**src/sv/dtw_pkg.sv**
```systemverilog
// Shared types, codes and widths of the dynamic time warping unit.
package dtw_pkg;

   localparam int IDX_W      = 5;
   localparam int CNT_W      = 6;
   localparam int VAL_W      = 16;
   localparam int SQ_W       = 32;
   localparam int COST_W     = 38;
   localparam int DIVD_W     = COST_W + 8;
   localparam int AVG_W      = 40;
   localparam int CELL_DEPTH = 1024;
   localparam int PATH_DEPTH = 64;
   localparam int PATH_W     = 2 * IDX_W;

   typedef logic [1:0] kind_type;
   typedef logic [1:0] status_type;
   typedef logic [1:0] csel_type;

   localparam kind_type KIND_SAMPLE   = 2'd0;
   localparam kind_type KIND_TEMPLATE = 2'd1;
   localparam kind_type KIND_RUN      = 2'd2;
   localparam kind_type KIND_UNUSED   = 2'd3;

   localparam status_type STAT_OK      = 2'd0;
   localparam status_type STAT_EMPTY   = 2'd1;
   localparam status_type STAT_DROPPED = 2'd2;

   localparam csel_type CSEL_UP   = 2'd0;
   localparam csel_type CSEL_LEFT = 2'd1;
   localparam csel_type CSEL_DIAG = 2'd2;

   typedef struct packed {
      logic     req_ready;
      csel_type csel;
      logic     fill_dif;
      logic     fill_sq;
      logic     fill_wr;
      logic     bt_wr;
      logic     bt_up;
      logic     bt_left;
      logic     bt_move;
      logic     div_start;
      logic     out_init;
      logic     out_load;
      logic     err_load;
   } cmd_type;

   typedef struct packed {
      logic run_acc;
      logic empty;
      logic fill_last;
      logic i_zero;
      logic j_zero;
      logic div_done;
      logic out_last;
      logic slot_free;
   } sts_type;

endpackage

```
**src/sv/dtw_ctrl.sv**
```systemverilog
// Controller state machine that sequences fill, backtrack, division and output.
module dtw_ctrl (
   input  logic             clock,
   input  logic             reset,
   input  dtw_pkg::sts_type sts,
   output dtw_pkg::cmd_type cmd
);
   import dtw_pkg::*;

   localparam logic [3:0] S_IDLE = 4'd0;
   localparam logic [3:0] S_CHK  = 4'd1;
   localparam logic [3:0] S_FRD  = 4'd2;
   localparam logic [3:0] S_FDIF = 4'd3;
   localparam logic [3:0] S_FSQ  = 4'd4;
   localparam logic [3:0] S_FWR  = 4'd5;
   localparam logic [3:0] S_BWR  = 4'd6;
   localparam logic [3:0] S_BRU  = 4'd7;
   localparam logic [3:0] S_BRL  = 4'd8;
   localparam logic [3:0] S_BRD  = 4'd9;
   localparam logic [3:0] S_BMV  = 4'd10;
   localparam logic [3:0] S_DS   = 4'd11;
   localparam logic [3:0] S_DW   = 4'd12;
   localparam logic [3:0] S_ORD  = 4'd13;
   localparam logic [3:0] S_OSH  = 4'd14;
   localparam logic [3:0] S_EOUT = 4'd15;

   logic [3:0] state_ff, state_in;

   always_comb begin
      state_in = state_ff;
      cmd      = '0;
      cmd.csel = CSEL_UP;
      unique case (state_ff)
         S_IDLE: begin
            cmd.req_ready = 1'b1;
            if (sts.run_acc) state_in = S_CHK;
         end
         S_CHK:  state_in = sts.empty ? S_EOUT : S_FRD;
         S_FRD:  state_in = S_FDIF;
         S_FDIF: begin
            cmd.fill_dif = 1'b1;
            state_in     = S_FSQ;
         end
         S_FSQ: begin
            cmd.fill_sq = 1'b1;
            state_in    = S_FWR;
         end
         S_FWR: begin
            cmd.fill_wr = 1'b1;
            state_in    = sts.fill_last ? S_BWR : S_FRD;
         end
         S_BWR: begin
            cmd.bt_wr = 1'b1;
            if (sts.i_zero && sts.j_zero) state_in = S_DS;
            else if (sts.i_zero || sts.j_zero) state_in = S_BWR;
            else state_in = S_BRU;
         end
         S_BRU: state_in = S_BRL;
         S_BRL: begin
            cmd.csel   = CSEL_LEFT;
            cmd.bt_up  = 1'b1;
            state_in   = S_BRD;
         end
         S_BRD: begin
            cmd.csel    = CSEL_DIAG;
            cmd.bt_left = 1'b1;
            state_in    = S_BMV;
         end
         S_BMV: begin
            cmd.bt_move = 1'b1;
            state_in    = S_BWR;
         end
         S_DS: begin
            cmd.div_start = 1'b1;
            cmd.out_init  = 1'b1;
            state_in      = S_DW;
         end
         S_DW:  if (sts.div_done) state_in = S_ORD;
         S_ORD: state_in = S_OSH;
         S_OSH: begin
            if (sts.slot_free) begin
               cmd.out_load = 1'b1;
               state_in     = sts.out_last ? S_IDLE : S_ORD;
            end
         end
         S_EOUT: begin
            if (sts.slot_free) begin
               cmd.err_load = 1'b1;
               state_in     = S_IDLE;
            end
         end
         default: state_in = S_IDLE;
      endcase
   end

   always_ff @(posedge clock) begin
      if (reset) state_ff <= S_IDLE;
      else state_ff <= state_in;
   end
endmodule

```
**config.mk**
```make
export PLATFORM = sky130hd
export DESIGN_NAME = dtw_ctrl
export DESIGN_NICKNAME = d
export VERILOG_FILES = /design/src/sv/dtw_pkg.sv /design/src/sv/dtw_ctrl.sv
export SDC_FILE = /design/constraint.sdc
export NUM_CORES = 1
export LEC_CHECK = 0
export CELL_PAD_IN_SITES_DETAIL_PLACEMENT = 0
export CELL_PAD_IN_SITES_GLOBAL_PLACEMENT = 1
export CORE_AREA = 2 2 39 41
export CTS_CLUSTER_SIZE = 30
export DETAILED_ROUTE_END_ITERATION = 8
export DIE_AREA = 0 0 41 43
export DONT_BUFFER_PORTS = 1
export PLACE_DENSITY = 0.66
export SYNTH_ARGS = -nofsm -noshare
export SYNTH_HDL_FRONTEND = slang
export SYNTH_SLANG_ARGS = --single-unit
```
**constraint.sdc**
```tcl
create_clock -name clock -period 3.8 [get_ports clock]
set_input_delay 0.57 -clock clock [delete_from_list [all_inputs] [get_ports clock]]
set_output_delay 0.57 -clock clock [all_outputs]
set_load 0.01 [all_outputs]
```
; Yosys cells after proc, flatten, opt, wreduce, memory -nomap -nowiden
; Cells that the tools add are included.
[op_classes]
reduce_logical = 4
n_eq_ne = 19
muxes = 23
[ops]
columns = cell, count
row1 = 4-bit case mux with 16 select lines, 1
row2 = "4-bit equality test, second input constant", 8
row3 = 4-bit two-way mux, 7
row4 = "4-bit by 3-bit equality test with 1-bit output, second input constant", 4
row5 = 1-bit two-way mux, 12
row6 = "4-bit by 2-bit equality test with 1-bit output, second input constant", 2
row7 = "2-bit != test, second input constant", 4
row8 = "4-bit by 1-bit equality test with 1-bit output, second input constant", 1
row9 = 4-bit zero test, 1
row10 = 2-bit case mux with 2 select lines, 1
row11 = 4-bit AND reduction, 1
row12 = 3-bit two-way mux, 1
row13 = 2-bit two-way mux, 1
row14 = 1-bit logical AND, 1
row15 = 1-bit logical OR, 1
[word_totals]
input_bits = 10
ff_bits = 4
elab_cells = 47
out_inout_bits = 14

; Longest topological paths before layout
[logic_depth]
word_depth = 4
mapped_depth = 5
depth_no_buf = 5

; Least setup slack after synthesis
; No wires, ideal clock.
[synth_path]
kind = register to output
from = reg state_ff[3]
to = out cmd[11] in the netlist's numbering
n_path_buf = 2
path_slack_ns = 2.042
path_stages_with_launch = 5
required_time_ns = 3.230
arrival_ns = 1.188
cell_sequence = dfxtp_1 > buf_2 > nand2_1 > nor3_1 > buf_4
[synth_lines]
columns = element, line
row1 = "start, declared", dtw_ctrl.sv:27  ; logic [3:0] state_ff, state_in;
row2 = "start signal, assigned", dtw_ctrl.sv:98  ; else state_ff <= state_in;
row3 = "end, declared", dtw_ctrl.sv:6  ; output dtw_pkg::cmd_type cmd

; Worst setup path after layout
[layout_path]
from = reg state_ff[3]
to = out cmd[11] in the netlist's numbering
[layout_via]
elab_chain_len = 2
word_cells_on_any_way = 3
classes_between = eq/ne: 2 / mux: 1
[layout_rtl]
columns = element, line
row1 = 4-bit equality test, dtw_ctrl.sv:33  ; unique case (state_ff)
row2 = 2-bit case mux with 2 select lines (*), dtw_ctrl.sv:33
; Every way passes the cells marked *; elsewhere a longest branch is shown, timed or not.

==> impl_metrics.ini <==
[outcome]
status = finished, final reports clean

[sta]
setup_violations = 0
fin_ws_ns = 1.70
hold_viol = 0
fin_worst_skew_ns = 0.00395
slew_viol_final = 0
max-slew-margin-rel = 0.525
period_needed_ns = 2.10
fin_crit_sh = 0.552
max_freq_mhz = 477
grt_setup_unrepaired = no
finalSetupTns_ns = 0
worst_pin_slew_ns = 0.706

[global_routing]
antenna_found_initial = 0
grt_pass1_vias = 349
grt-ovfl-total = 0
grt_max_degree = 17
grt_pass1_wl_um = 1570
gr-usage-all-layers = 0.132

[layout]
area_growth_pct = 0
n_antenna_cell = 0
seq_area_um2 = 80.1
fin_area_um2 = 437
max_flop_register = state_ff
multi_input_area_um2 = 310
final_nets = 73
drive_above_1_share = 0.100
fillCellCount = 155
largest_reg_flops = 4
final_util = 0.316
fin_cells = 76
top_regs = state_ff (4)

[clock_tree]
h-tree-depth = 1
post_cts_buffers = 0
cts_tree = done
clock_sinks = 4
cts_buffer_depth = 2
ctsResizeCount = 0
clk_pin_slew_ns = 0.04
root_buffer = clkbuf_4
numCtsBuffers = 3
clock_latency_ns = 0.23
hold_buffers = 0

[synthesis]
yosysWarnings = 0
syn_area_um2 = 437
yosysSeqAreaShare = 0.183
synth_nets = 75
synth_xor_xnor_area_share = 0
synth-simple-area-share = 0.470
syn_inst = 64
synthMuxAreaShare = 0
synth.distinct_cells = 25
synth_adder_area_share = 0.0287
synth_compound_area_frac = 0.212
syn_area_per_cell_um2 = 6.82
synth_top_family_by_area = simple AND/OR/NAND/NOR gates
synth_seq_cells = 4

[worst_hold_path]
hold_class = in -> reg

[critical_path]
required_ns = 3.23
crit_type = reg -> out
cp_max_fo = 16
cp-start-kind = register
cp-end-kind = output port
crit_arrival_ns = 1.53

[floorplanning]
start_util = 0.316
die_y_um = 43
die_w_um = 41
io_pins = 24
dieArea_um2 = 1760
core_area_um2 = 1380
row_count = 14

[power]
clockPowerShare = 0.187
power.internal_w = 0.000148
combPwrFrac = 0.426
powerDensity_nw_per_um2 = 645
p_seq_frac = 0.387
ir_worst_vdd_mv = 0.196
p_sw_w = 0.000134
swShare = 0.475
p_leak_nw = 0.131

[place]
gp_congestion = 0.700
dpl-instance-area_um2 = 414
port_buffers = 0
placedCellCount = 73
pre_cts_ws_ns = 1.95
hpwl_um = 783

[routing]
drcViolationCount = 0
vias = 423
first_pass_iters = 4
dr.first_iter.drc_count = 11
wl_um = 1030
viasPerCell = 5.57
wl_per_cell_um = 13.5
drt.antenna.violating_nets = 0

[run]
drv_cap = 0
==> cells in the final DEF, fill, tap and decap left out, types with 2 or more instances in the layout <==
master	Yosys	final
a21oi_1	4	4
a31oi_1	2	2
clkbuf_4	0	3
dfxtp_1	4	4
nand2_1	4	4
nand2b_1	5	5
nand3_1	2	2
nor2_1	10	10
nor2b_1	4	4
nor3_1	6	6
o211ai_1	3	3
==> worst paths after layout <==
path                                  start     endpoint  slack [ns]  cells past startpoint
worst max-delay path            state_ff[3]      cmd[11]        1.70                      2
worst min-delay path                  reset  state_ff[0]        0.40                      1
worst max register to register  state_ff[0]  state_ff[2]        2.16                      4
worst min register to register  state_ff[2]  state_ff[3]        0.66                      2
==> synthesized netlist by cell type, drive strengths merged <==
cell	instances	share of area
nor2	10	0.086
a311oi	1	0.020
nand2	4	0.034
inv	1	0.0086
nand2b	6	0.10
nor4	1	0.014
dfxtp	4	0.18
nand3b	1	0.017
o21ai	1	0.011
nor3	6	0.069
o211ai	3	0.052
nand3	2	0.023
or3	1	0.014
a22oi	1	0.017
ha	1	0.029
buf	7	0.097
a21oi	4	0.046
and2	1	0.020
a31oi	2	0.029
a2111oi	1	0.020
or4b	1	0.032
nor2b	4	0.057
o21bai	1	0.017
==> critical path, stage by stage, from the launching register on <==
cell	delay, ns
dfxtp_1	0.61
nand2_1	0.16
nor3_1	0.52
==> metal layers <==
layer / track usage / part of all wire / vias up / wire (um)
li1: - / - / 219 / -
met1: 0.189 / 0.44 / 189 / 452
met2: 0.166 / 0.48 / 15 / 491
met3: 0.0733 / 0.082 / 0 / 84
met4: 0.0400 / 0 / 0 / 0
met5: 0 / 0 / - / 0
==> layout make-up <==
cell class                 count  area share
clock buffer                   3      0.0516
multi-input combinational     52       0.711
tap                           16      0.0458
inverter                       1     0.00860
sequential                     4       0.183
==> power groups by stage <==
stage | clock (W) | combinational [W] | sequential [W]
2_1_floorplan | 0 | 0.000143 | 0.0000725
3_3_place_gp | 0 | 0.000122 | 0.000110
3_5_place_dp | 0 | 0.000121 | 0.000108
4_1_cts | 0.0000551 | 0.000122 | 0.000108
5_1_grt | 0.0000579 | 0.000134 | 0.000116
6_report | 0.0000526 | 0.000120 | 0.000109
==> kinds of logic (layout without fill, tap and decap cells) <==
group,count (synthesis),count (layout)
AND/OR/NAND/NOR,37,37
AO/OA/AOI/OAI,14,14
buffers and inverters,8,4
flip-flops,4,4
adder cells (fa/ha/maj),1,1
==> through the flow <==
stage	power, W	hold slack, ns
finish	0.000282	0.401
global route	0.000308	0.387
CTS	0.000284	0.395
detailed placement	0.000229	0.643
global placement	0.000231	0.640
floorplan	0.000216	0.602
No activity file was read; power rests on OpenSTA's default activity.
